$ cat src/rtl/pbpm_pkg.sv
// Package for the packet buffer pool manager.
// Holds the pool constants, the channel payload types and the operation and status codes.
// No dependencies.
package pbpm_pkg;

  localparam int unsigned POOL_ENTRIES   = 32;
  localparam int unsigned IDX_W          = 5;
  localparam int unsigned CNT_W          = 6;
  localparam int unsigned OFS_W          = 11;
  localparam int unsigned TOT_W          = 16;
  localparam int unsigned HEADROOM_BYTES = 128;
  localparam int unsigned DATA_BYTES     = 1536;
  localparam int unsigned BUF_BYTES      = HEADROOM_BYTES + DATA_BYTES;

  localparam logic [3:0] FN_ALLOC  = 4'd0;
  localparam logic [3:0] FN_FREE   = 4'd1;
  localparam logic [3:0] FN_ADDREF = 4'd2;
  localparam logic [3:0] FN_PUSH   = 4'd3;
  localparam logic [3:0] FN_PULL   = 4'd4;
  localparam logic [3:0] FN_PUT    = 4'd5;
  localparam logic [3:0] FN_TRIM   = 4'd6;
  localparam logic [3:0] FN_CHAIN  = 4'd7;
  localparam logic [3:0] FN_QUERY  = 4'd8;

  typedef enum logic [2:0] {
    ST_OK    = 3'd0,
    ST_NOBUF = 3'd1,
    ST_ROOM  = 3'd2,
    ST_REF   = 3'd3,
    ST_LOOP  = 3'd4
  } status_t;

  typedef enum logic [3:0] {
    OP_ALLOC,
    OP_FREE,
    OP_ADDREF,
    OP_PUSH,
    OP_PULL,
    OP_PUT,
    OP_TRIM,
    OP_CHAIN,
    OP_QUERY,
    OP_NOBUF
  } op_t;

  typedef struct packed {
    logic [3:0]       func;
    logic             buf_present;
    logic [IDX_W-1:0] buf_index;
    logic [IDX_W-1:0] other_index;
    logic [15:0]      length;
  } in_item_t;

  typedef struct packed {
    logic [2:0]       status;
    logic [IDX_W-1:0] result_index;
    logic [OFS_W-1:0] data_offset;
    logic [OFS_W-1:0] buffer_length;
    logic [TOT_W-1:0] chain_total;
    logic [CNT_W-1:0] free_buffers;
  } out_item_t;

  typedef struct packed {
    op_t              op;
    logic [IDX_W-1:0] idx;
    logic [IDX_W-1:0] other;
    logic [15:0]      len;
  } cmd_t;

endpackage

$ cat src/rtl/pbpm_front.sv
// Front end: accepts operations, decodes them into commands and queues them.
// Depends on pbpm_pkg.
module pbpm_front (
  input  logic              clk,
  input  logic              rst_n,
  input  logic              in_valid,
  output logic              in_stall,
  input  pbpm_pkg::in_item_t in_data,
  output logic              q_valid,
  output pbpm_pkg::cmd_t    q_cmd,
  input  logic              q_pop
);

  pbpm_pkg::cmd_t q_mem_r [2];
  logic           wr_ptr_r;
  logic           rd_ptr_r;
  logic [1:0]     cnt_r;
  pbpm_pkg::cmd_t dec;
  logic           push;

  // classify the operation; a missing target is its own command
  always_comb begin
    dec.idx   = in_data.buf_index;
    dec.other = in_data.other_index;
    dec.len   = in_data.length;
    case (in_data.func)
      pbpm_pkg::FN_ALLOC:  dec.op = pbpm_pkg::OP_ALLOC;
      pbpm_pkg::FN_FREE:   dec.op = pbpm_pkg::OP_FREE;
      pbpm_pkg::FN_ADDREF: dec.op = pbpm_pkg::OP_ADDREF;
      pbpm_pkg::FN_PUSH:   dec.op = pbpm_pkg::OP_PUSH;
      pbpm_pkg::FN_PULL:   dec.op = pbpm_pkg::OP_PULL;
      pbpm_pkg::FN_PUT:    dec.op = pbpm_pkg::OP_PUT;
      pbpm_pkg::FN_TRIM:   dec.op = pbpm_pkg::OP_TRIM;
      pbpm_pkg::FN_CHAIN:  dec.op = pbpm_pkg::OP_CHAIN;
      default:             dec.op = pbpm_pkg::OP_QUERY;
    endcase
    if (in_data.func != pbpm_pkg::FN_ALLOC && !in_data.buf_present) begin
      dec.op = pbpm_pkg::OP_NOBUF;
    end
  end

  assign in_stall = (cnt_r == 2'd2);
  assign push     = in_valid && !in_stall;
  assign q_valid  = (cnt_r != 2'd0);
  assign q_cmd    = q_mem_r[rd_ptr_r];

  always_ff @(posedge clk) begin
    if (!rst_n) begin
      wr_ptr_r <= 1'b0;
      rd_ptr_r <= 1'b0;
      cnt_r    <= 2'd0;
    end else begin
      if (push) begin
        wr_ptr_r <= ~wr_ptr_r;
      end
      if (q_pop) begin
        rd_ptr_r <= ~rd_ptr_r;
      end
      cnt_r <= cnt_r + {1'b0, push} - {1'b0, q_pop};
    end
    if (push) begin
      q_mem_r[wr_ptr_r] <= dec;
    end
  end

endmodule

$ cat src/rtl/pbpm_back.sv
// Back end: executes queued commands on the descriptor pool and registers the result.
// Depends on pbpm_pkg.
module pbpm_back (
  input  logic               clk,
  input  logic               rst_n,
  input  logic               q_valid,
  input  pbpm_pkg::cmd_t     q_cmd,
  output logic               q_pop,
  output logic               out_valid,
  input  logic               out_stall,
  output pbpm_pkg::out_item_t out_data
);

  typedef enum logic [2:0] {S_IDLE, S_EXEC, S_FREE, S_SEEK, S_SUM, S_DONE} state_t;

  localparam logic [pbpm_pkg::CNT_W-1:0] POOL_CNT = pbpm_pkg::CNT_W'(pbpm_pkg::POOL_ENTRIES);
  localparam logic [pbpm_pkg::OFS_W-1:0] HEADROOM = pbpm_pkg::OFS_W'(pbpm_pkg::HEADROOM_BYTES);
  localparam logic [16:0] BUF_END = 17'(pbpm_pkg::BUF_BYTES);

  state_t                            state_r;
  pbpm_pkg::cmd_t                    cmd_r;
  logic [pbpm_pkg::IDX_W-1:0]        free_link_r [pbpm_pkg::POOL_ENTRIES];
  logic                              chain_v_r   [pbpm_pkg::POOL_ENTRIES];
  logic [pbpm_pkg::IDX_W-1:0]        chain_to_r  [pbpm_pkg::POOL_ENTRIES];
  logic [7:0]                        ref_r       [pbpm_pkg::POOL_ENTRIES];
  logic [pbpm_pkg::OFS_W-1:0]        so_r        [pbpm_pkg::POOL_ENTRIES];
  logic [pbpm_pkg::OFS_W-1:0]        dl_r        [pbpm_pkg::POOL_ENTRIES];
  logic [pbpm_pkg::TOT_W-1:0]        ht_r        [pbpm_pkg::POOL_ENTRIES];
  logic [pbpm_pkg::IDX_W-1:0]        free_head_r;
  logic [pbpm_pkg::CNT_W-1:0]        free_total_r;
  logic [pbpm_pkg::IDX_W-1:0]        cur_r;
  logic [pbpm_pkg::CNT_W-1:0]        n_r;
  logic [pbpm_pkg::TOT_W-1:0]        sum_r;
  pbpm_pkg::status_t                 st_r;
  logic                              show_r;
  logic                              tail_sel_r;
  logic [pbpm_pkg::OFS_W-1:0]        tail_r;
  logic                              out_valid_r;
  pbpm_pkg::out_item_t               out_data_r;

  logic [pbpm_pkg::IDX_W-1:0]        b;
  logic [pbpm_pkg::OFS_W-1:0]        so_b, dl_b;
  logic [16:0]                       len17, so17, dl17, tail17;
  logic [pbpm_pkg::CNT_W-1:0]        n_inc;
  logic [16:0]                       sum_add;
  logic [pbpm_pkg::TOT_W-1:0]        sum_sat;
  logic                              out_busy;

  assign b       = cmd_r.idx;
  assign so_b    = so_r[b];
  assign dl_b    = dl_r[b];
  assign len17   = {1'b0, cmd_r.len};
  assign so17    = 17'(so_b);
  assign dl17    = 17'(dl_b);
  assign tail17  = so17 + dl17;
  assign n_inc   = n_r + 1'b1;
  assign sum_add = {1'b0, sum_r} + 17'(dl_r[cur_r]);
  assign sum_sat = sum_add[16] ? '1 : sum_add[pbpm_pkg::TOT_W-1:0];
  assign out_busy = out_valid_r && out_stall;

  assign q_pop     = (state_r == S_IDLE) && q_valid;
  assign out_valid = out_valid_r;
  assign out_data  = out_data_r;

  always_ff @(posedge clk) begin
    if (!rst_n) begin
      state_r      <= S_IDLE;
      out_valid_r  <= 1'b0;
      free_head_r  <= pbpm_pkg::IDX_W'(pbpm_pkg::POOL_ENTRIES - 1);
      free_total_r <= POOL_CNT;
      for (int i = 0; i < pbpm_pkg::POOL_ENTRIES; i++) begin
        free_link_r[i] <= (i == 0) ? '0 : pbpm_pkg::IDX_W'(i - 1);
        chain_v_r[i]   <= 1'b0;
        chain_to_r[i]  <= '0;
        ref_r[i]       <= '0;
        so_r[i]        <= HEADROOM;
        dl_r[i]        <= '0;
        ht_r[i]        <= '0;
      end
    end else begin
      // S_DONE reloads the result register itself
      if (out_valid_r && !out_stall && state_r != S_DONE) begin
        out_valid_r <= 1'b0;
      end
      case (state_r)
        S_IDLE: begin
          if (q_valid) begin
            cmd_r      <= q_cmd;
            st_r       <= pbpm_pkg::ST_OK;
            show_r     <= 1'b1;
            tail_sel_r <= 1'b0;
            state_r    <= S_EXEC;
          end
        end
        S_EXEC: begin
          state_r <= (cmd_r.op == pbpm_pkg::OP_FREE)  ? S_FREE :
                     (cmd_r.op == pbpm_pkg::OP_CHAIN) ? S_SEEK : S_DONE;
          case (cmd_r.op)
            pbpm_pkg::OP_NOBUF: begin
              st_r   <= pbpm_pkg::ST_NOBUF;
              show_r <= 1'b0;
            end
            pbpm_pkg::OP_ALLOC: begin
              if (free_total_r == '0) begin
                st_r   <= pbpm_pkg::ST_NOBUF;
                show_r <= 1'b0;
              end else begin
                // pop the free list head
                cmd_r.idx    <= free_head_r;
                free_total_r <= free_total_r - 1'b1;
                if (free_total_r != 6'd1) begin
                  free_head_r <= free_link_r[free_head_r];
                end
                so_r[free_head_r]      <= HEADROOM;
                dl_r[free_head_r]      <= '0;
                ht_r[free_head_r]      <= '0;
                chain_v_r[free_head_r] <= 1'b0;
                ref_r[free_head_r]     <= 8'd1;
              end
            end
            pbpm_pkg::OP_FREE: begin
              cur_r <= b;
              n_r   <= '0;
            end
            pbpm_pkg::OP_ADDREF: begin
              if (ref_r[b] == 8'd0 || ref_r[b] == 8'd255) begin
                st_r <= pbpm_pkg::ST_REF;
              end else begin
                ref_r[b] <= ref_r[b] + 8'd1;
              end
            end
            pbpm_pkg::OP_PUSH: begin
              if (len17 > so17) begin
                st_r <= pbpm_pkg::ST_ROOM;
              end else begin
                so_r[b] <= so_b - cmd_r.len[pbpm_pkg::OFS_W-1:0];
                dl_r[b] <= dl_b + cmd_r.len[pbpm_pkg::OFS_W-1:0];
              end
            end
            pbpm_pkg::OP_PULL: begin
              if (len17 > dl17) begin
                st_r <= pbpm_pkg::ST_ROOM;
              end else begin
                so_r[b] <= so_b + cmd_r.len[pbpm_pkg::OFS_W-1:0];
                dl_r[b] <= dl_b - cmd_r.len[pbpm_pkg::OFS_W-1:0];
              end
            end
            pbpm_pkg::OP_PUT: begin
              if (tail17 + len17 > BUF_END) begin
                st_r <= pbpm_pkg::ST_ROOM;
              end else begin
                dl_r[b]    <= dl_b + cmd_r.len[pbpm_pkg::OFS_W-1:0];
                tail_sel_r <= 1'b1;
                tail_r     <= tail17[pbpm_pkg::OFS_W-1:0];
              end
            end
            pbpm_pkg::OP_TRIM: begin
              if (len17 > dl17) begin
                st_r <= pbpm_pkg::ST_ROOM;
              end else begin
                dl_r[b] <= dl_b - cmd_r.len[pbpm_pkg::OFS_W-1:0];
              end
            end
            pbpm_pkg::OP_CHAIN: begin
              cur_r <= b;
              n_r   <= 6'd1;
            end
            default: begin
            end
          endcase
        end
        S_FREE: begin
          // one buffer of the chain per cycle
          if (ref_r[cur_r] == 8'd0) begin
            st_r    <= pbpm_pkg::ST_REF;
            state_r <= S_DONE;
          end else begin
            ref_r[cur_r] <= ref_r[cur_r] - 8'd1;
            if (ref_r[cur_r] == 8'd1 && free_total_r < POOL_CNT) begin
              free_link_r[cur_r] <= (free_total_r != '0) ? free_head_r : '0;
              free_head_r        <= cur_r;
              free_total_r       <= free_total_r + 1'b1;
            end
            n_r <= n_inc;
            if (!chain_v_r[cur_r]) begin
              state_r <= S_DONE;
            end else if (n_inc >= POOL_CNT) begin
              st_r    <= pbpm_pkg::ST_LOOP;
              state_r <= S_DONE;
            end else begin
              cur_r <= chain_to_r[cur_r];
            end
          end
        end
        S_SEEK: begin
          if (chain_v_r[cur_r]) begin
            if (n_r >= POOL_CNT) begin
              st_r    <= pbpm_pkg::ST_LOOP;
              state_r <= S_DONE;
            end else begin
              cur_r <= chain_to_r[cur_r];
              n_r   <= n_inc;
            end
          end else begin
            // link the appended chain, then recompute the head total
            chain_v_r[cur_r]  <= 1'b1;
            chain_to_r[cur_r] <= cmd_r.other;
            cur_r   <= b;
            n_r     <= '0;
            sum_r   <= '0;
            state_r <= S_SUM;
          end
        end
        S_SUM: begin
          sum_r <= sum_sat;
          n_r   <= n_inc;
          if (!chain_v_r[cur_r]) begin
            ht_r[b] <= sum_sat;
            state_r <= S_DONE;
          end else if (n_inc >= POOL_CNT) begin
            ht_r[b] <= sum_sat;
            st_r    <= pbpm_pkg::ST_LOOP;
            state_r <= S_DONE;
          end else begin
            cur_r <= chain_to_r[cur_r];
          end
        end
        S_DONE: begin
          if (!out_busy) begin
            out_valid_r                <= 1'b1;
            out_data_r.status          <= st_r;
            out_data_r.result_index    <= show_r ? b : '0;
            out_data_r.data_offset     <= !show_r ? '0 : (tail_sel_r ? tail_r : so_b);
            out_data_r.buffer_length   <= show_r ? dl_b : '0;
            out_data_r.chain_total     <= show_r ? ht_r[b] : '0;
            out_data_r.free_buffers    <= free_total_r;
            state_r                    <= S_IDLE;
          end
        end
        default: state_r <= S_IDLE;
      endcase
    end
  end

endmodule

$ cat src/rtl/packet_buffer_pool_manager_top.sv
// Top level of the packet buffer pool manager.
// Instantiates pbpm_front and pbpm_back; depends on pbpm_pkg.
//
// Usage:
//   The input channel (in_valid, in_stall, in_data) carries one operation per
//   transaction: allocate, free chain, add reference, push, pull, put, trim,
//   chain or query. The result channel (out_valid, out_stall, out_data) returns
//   exactly one transaction per operation, in order.
//   The front end decodes each operation and places it in a two-entry queue;
//   in_stall rises only when that queue is full.
//   The back end executes one operation at a time from the queue:
//     - simple operations (alloc, add ref, push, pull, put, trim, query):
//       taken from the queue, then the descriptor read-modify-write, then
//       the result register is loaded;
//     - free chain: additionally visits each buffer of the chain (up to 32);
//     - chain: additionally walks the target chain to find its tail, then
//       sums each buffer of the chain for the new total (each walk up to 32).
//   The descriptor walk visits one buffer per cycle.
//   When the receiver stalls, the result holds in the output register, the
//   back end finishes its next operation and waits, and the queue fills.
//   Reset (rst_n low, synchronous) empties the queue and the result register,
//   puts all 32 descriptors on the free list, each empty with start offset 128.
module packet_buffer_pool_manager_top (
  input  logic                clk,
  input  logic                rst_n,
  input  logic                in_valid,
  output logic                in_stall,
  input  pbpm_pkg::in_item_t  in_data,
  output logic                out_valid,
  input  logic                out_stall,
  output pbpm_pkg::out_item_t out_data
);

  logic           q_valid;
  logic           q_pop;
  pbpm_pkg::cmd_t q_cmd;

  // decode and queue
  pbpm_front u_front (
    .clk      (clk),
    .rst_n    (rst_n),
    .in_valid (in_valid),
    .in_stall (in_stall),
    .in_data  (in_data),
    .q_valid  (q_valid),
    .q_cmd    (q_cmd),
    .q_pop    (q_pop)
  );

  // execute against the descriptor pool
  pbpm_back u_back (
    .clk       (clk),
    .rst_n     (rst_n),
    .q_valid   (q_valid),
    .q_cmd     (q_cmd),
    .q_pop     (q_pop),
    .out_valid (out_valid),
    .out_stall (out_stall),
    .out_data  (out_data)
  );

endmodule

$ cat config.mk
export PLATFORM = sky130hd
export DESIGN_NAME = packet_buffer_pool_manager_top
export DESIGN_NICKNAME = d
export VERILOG_FILES = /design/src/rtl/pbpm_pkg.sv /design/src/rtl/pbpm_front.sv /design/src/rtl/pbpm_back.sv /design/src/rtl/packet_buffer_pool_manager_top.sv
export SDC_FILE = /design/constraint.sdc
export NUM_CORES = 2
export LEC_CHECK = 0
export BUFFER_PORTS_ARGS = -buffer_cell sky130_fd_sc_hd__buf_4
export CORE_MARGIN = 2
export CORE_UTILIZATION = 45
export CTS_CLUSTER_DIAMETER = 50
export DETAILED_ROUTE_END_ITERATION = 16
export PLACE_DENSITY = 0.72
export SYNTH_ARGS = -nofsm -noshare
export SYNTH_HDL_FRONTEND = slang
export SYNTH_SLANG_ARGS = --single-unit
export TNS_END_PERCENT = 10
$ cat constraint.sdc
create_clock -name clk -period 9 [get_ports clk]
set_input_delay 0 -clock clk [delete_from_list [all_inputs] [get_ports clk]]
set_output_delay 0 -clock clk [all_outputs]
set_load 0.01 [all_outputs]
# == Word-level counts from Yosys, hierarchy flattened ==
# Memories as Yosys holds them, arrays and structs flattened. A register that Yosys moved wholly into a read port is not among the register bits.
# Cells that the tools add are included.
# Widths: inputs -> output; s select.
# totals
romBits,24
output_inout_bits,54
inputBits,35
mem_bits_rw,1884
register_bits,128
mem_count,9
wordCells,331
# mem_list
name,words,word_bits,read_ports,rd_clocked_by_memory_dff,wr,line_no,rtl
u_back.ht_r,32,16,1,1,32,pbpm_back.sv:28,logic [pbpm_pkg::TOT_W-1:0] ht_r [pbpm_pkg::POOL_ENTRIES];
u_back.dl_r,32,11,2,2,32,pbpm_back.sv:27,logic [pbpm_pkg::OFS_W-1:0] dl_r [pbpm_pkg::POOL_ENTRIES];
u_back.so_r,32,11,1,1,32,pbpm_back.sv:26,logic [pbpm_pkg::OFS_W-1:0] so_r [pbpm_pkg::POOL_ENTRIES];
u_back.ref_r,32,8,2,2,32,pbpm_back.sv:25,logic [7:0] ref_r [pbpm_pkg::POOL_ENTRIES];
u_back.chain_to_r,32,5,1,1,32,pbpm_back.sv:24,logic [pbpm_pkg::IDX_W-1:0] chain_to_r [pbpm_pkg::POOL_ENTRIES];
u_back.free_link_r,32,5,1,1,32,pbpm_back.sv:22,logic [pbpm_pkg::IDX_W-1:0] free_link_r [pbpm_pkg::POOL_ENTRIES];
3 more memories,-,-,-,-,-,-,
# classes
n_lt_le_gt_ge,6
n_eq_ne,41
muxes,176
n_reduce_logical,53
add_sub_neg,14
bitwise,9
# op_table
operator,count
$mux 5,38
$mux 11,9
$mux 16,5
$mux 1,78
$mux 3,20
$reduce_or 11->1,4
$mux 6,7
$pmux 3 s6,2
$gt 16x11->1,2
$pmux 16 s2,1
$reduce_or 16->1,2
$reduce_and 5->1,6
$mux 26,1
$mux 8,3
$pmux 6 s2,2
$pmux 6 s4,1
$reduce_or 8->1,3
$add 11x11->11,2
$sub 11x11->11,2
$pmux 5 s2,2
$pmux 5 s4,1
$add 16x11->17,1
$add 17x16->17,1
$gt 17x11->1 const B,1
other kinds (49),105

# == Longest topological paths before layout ==
# logic_depth
ltp_word,12
mapped_depth,34
mapped_depth_nobuf,26

# == By module ==
# From an unflattened synthesis, not the netlist that was laid out.
# hier_totals
cells_unflattened,7365
area_unflattened_um2,101916.5
# modules_own_cells
module,seq_area_each_um2,area_each_um2,cells_each,n_inst
pbpm_back,58806.4,99471.7,7240,1
pbpm_front,1901.8,2444.8,125,1

# == Worst setup path after synthesis ==
# OpenSTA, ideal clock, no wires.
# synth_timing
kind,register to register
startpoint,register with a tool-made name
endpoint,memory u_back.dl_r[14][0] in the netlist's numbering (enable)
path_stages_with_launch,30
path_buffers,5
period_less_slack_ns,9.245
slack_ns,-0.245
arrival_ns,8.825
t_required_ns,8.580
setup_ns,0.420
cell_sequence,dfxtp_1 > buf_1 > clkbuf_1 > buf_2 > buf_1 > mux4_2 > mux4_2 > mux2i_1 > inv_1 > ha_1 > a21o_1 > a21oi_1 > o21ai_0 > a21oi_1 > nand2b_1 > a21boi_0 > o21ai_0 > nand2b_1 > a21oi_1 > xnor2_1 > ha_1 > a21o_1 > a21o_1 > a31o_2 > a21oi_1 > mux2_2 > a2111oi_2 > nor2_1 > clkbuf_1 > o311ai_0
# synth_rtl
element,line_no
end: declaration,pbpm_back.sv:27

==> qor.yml <==
synth:
  synth.most_common_cell: "edfxtp_1"
  ys_seq_area_share_pct: 60.7
  synth_commonest_cells: "edfxtp_1 (1977), nor2_1 (1576), mux4_2 (724)"
  synth_nets: 7270
  synthCells: 7130
  yosys-top-cells-area: "edfxtp_1 (59%), mux4_2 (16%), nor2_1 (5.9%), clkbuf_1 (1.6%), nand2_1 (1.4%)"
  ys.warnings.count: 0
  syn_area_per_cell_sq_um: 14.0
  yosysTopAreaCell: "edfxtp_1"
  synth-main-ff-cell: "edfxtp_1"
  synth_edf_count: 1977
  syn_area_sq_um: 99900
  synth-seq-cells: 2044
  synth.top_cell.area_share_pct: 59.4
  synth_cell_types: 90
  synthArstFlopShare_pct: 0
clocking:
  clock-sinks: 2044
  cts-htree-levels: 4
  post_cts_resized: 0
  cts_buffers: 212
  clkTransAtPathRegs_ns: 0.07
  clk_latency_ns: 0.90
  cts_root_buf: "clkbuf_16"
  tritoncts: "built"
  clockBufferDepth: 3
min_path:
  hp-start: "rst_n"
  min_path_type: "in -> reg"
  hold_path_depth: 3
  hold_path_end: "u_back.free_total_r[5]"
placed_design:
  dp.cells: 9807
  dp.final_hpwl_mm: 200
  dpl_cell_area_sq_um: 104000
  gp_congestion: 0.967
  io_buffers: 88
detailed_routing:
  ant_nets: 0
  vias: 65800
  dr.first_iter.drc_count: 9879
  avgViaCountPerCell: 6.41
  wl_mm: 301
  firstDrtPassIters: 6
  wire_per_inst_microns: 29.4
  remaining_drc_errors: 0
grt:
  gr-total-overflow: 0
  grt_use_total_pct: 26.6
  antenna_found_initial: 5
  grt_pass1_wl_mm: 440
  grt_max_degree: 135
  grt_pass1_vias: 64700
floorplanning:
  die_w_microns: 475
  die-area_sq_um: 226000
  fp.dieH_microns: 475
  io_pins: 89
  initial_core_util_pct: 45.1
  core_area_sq_um: 221000
  rows: 173
flow_run:
  drv_cap: 0
finish:
  area_delta_synth_final_pct: 12.0
  fin_area_sq_um: 112000
  nNetsFinal: 7250
  drive_above_1_share_pct: 21.8
  layout.cells.non_filler: 10300
  final_core_util_pct: 50.6
timing:
  fmax_mhz: 119
  worstMarginPinSlew_ns: 1.38
  fin_crit_ns: 8.39
  clock_skew_ns: 0.0500
  setup-violations-final: 0
  grt_setup_unrepaired: "false"
  min_period_over_period_pct: 93.2
  holdWs_ns: 0.130
  maxSlewHeadroom_pct: 7.01
  hold_violations: 0
  finalSetupTns_ns: 0
  drv_slew: 0
status:
  status: "complete, no violations"
worst_setup_path:
  r2r_cells: 29
  crit_top_cell: "buf_4"
  cp-end-kind: "flip-flop"
  worst_path_max_delay_cell: "dfxtp_4"
  cp.required_ns: 9.63
  slowest_delay_ns: 0.79
  critPathKind: "reg -> reg"
  worst_ep_arrival_time_ns: 9.02
  cp_max_fo: 51
  rrSetupSlack_ns: 0.61
  rr_endpoint: "u_back.so_r[17][10]"
  crit_path_start_kind: "flip-flop"
power_and_ir_drop:
  power_density_nw_per_um2: 283
  peakVddDrop_mv: 0.297
  p_leak_nw: 37.3
## sequential cells by signal, summed over array words and instances, names as in the netlist, 6 cells and up, named ones only
signal / cells
u_back.ht_r: 512
u_back.dl_r: 352
u_back.so_r: 352
u_back.ref_r: 256
u_back.chain_to_r: 160
u_back.free_link_r: 160
u_front.q_mem_r: 60
u_back.out_data: 52
u_back.chain_v_r: 32
u_back.cmd_r: 25
u_back.sum_r: 16
u_back.tail_r: 11
u_back.free_total_r: 6
u_back.n_r: 6
## cell type report
cell class	count	area [sq um]
inverter	97	364
clock buffer	258	5540
clock inverter	137	1650
timing repair buffer	374	3120
sequential	2044	60700
tap	2975	3720
antenna	1	2.50
multi-input combinational	4381	36800
fill	18000	109000
## how the worst max path moves through the flow
| stage | from | end | slack (ns) | cells after the start |
|---|---|---|---|---|
| global route | flip-flop | u_back.so_r[17][10] | 0.16 | 29 |
| floorplan | flip-flop | u_back.dl_r[14][0] | -0.25 | 29 |
| global placement | flip-flop | u_back.dl_r[29][10] | 0.94 | 28 |
| detailed placement | flip-flop | u_back.so_r[31][10] | 0.77 | 29 |
| CTS | flip-flop | u_back.dl_r[29][3] | 0.73 | 28 |
| finish | flip-flop | u_back.so_r[17][10] | 0.61 | 29 |
## cells by family (layout without fill, tap and decap cells)
| family | Yosys count | in the layout | synth area share (%) |
|---|---|---|---|
| simple gates | 2625 | 2625 | 11.4 |
| flops | 2044 | 2044 | 60.7 |
| mux | 921 | 921 | 18.4 |
| buf+inv | 705 | 866 | 2.97 |
| compound gates | 666 | 666 | 4.59 |
| fa+ha+maj | 105 | 105 | 1.36 |
| xor+xnor | 64 | 64 | 0.561 |
| other cells | 0 | 1 | 0 |
## where the power goes
| group | internal [mW] | switching (mW) | total, mW |
|---|---|---|---|
| Sequential | 11.0 | 0.722 | 11.7 |
| Combinational | 4.65 | 6.28 | 10.9 |
| Clock | 5.16 | 3.92 | 9.07 |
## critical path, delay by kind of cell (launching register included)
kind            cells  cell delay, ns
compound gates     11            1.94
buf+inv             6            1.85
flops               1            0.79
mux                 4            1.54
simple gates        6            1.09
fa+ha+maj           2            0.84
## per-layer routing
metal	part of all wire, %	GRT usage (%)	routed length [microns]
met1	36	35.3	109000
met2	46	41.2	140000
met3	12	6.23	36100
met4	5.5	13.0	16500
met5	0.0043	0	13
## cell usage in the layout (no fill, tap or decap), drive strengths merged, types with 7 or more instances in the layout
cell	count
a21boi	25
a21o	25
a21oi	119
a22oi	38
a31o	7
a31oi	19
and2	66
and3	147
buf	311
bufinv	25
clkbuf	258
clkinv	87
dfxtp	67
dlygate4sd3	63
edfxtp	1977
ha	99
inv	116
mux2	59
mux2i	138
mux4	724
nand2	376
nand2b	81
nand3	61
nand3b	11
nand4	11
nor2	1578
nor2b	63
nor3	177
nor4	14
o211a	10
o211ai	69
o21a	13
o21ai	209
o21bai	9
o22ai	11
o311ai	36
o31ai	26
or3	14
xnor2	42
xor2	22
## repair_timing
| item | 4_1_cts | 5_1_grt |
|---|---|---|
| hold buffers | 63 | 0 |
| setup buffers | 0 | 0 |
| hold endpoints to repair | 553 | 0 |
## per-stage QoR
step / power [mW] / setup WS, ns
floorplan: 19.1 / -0.245
global placement: 22.4 / 0.936
detailed placement: 22.5 / 0.772
CTS: 31.5 / 0.730
global route: 32.8 / 0.160
finish: 31.7 / 0.612
(Power assumes the default switching activity.)
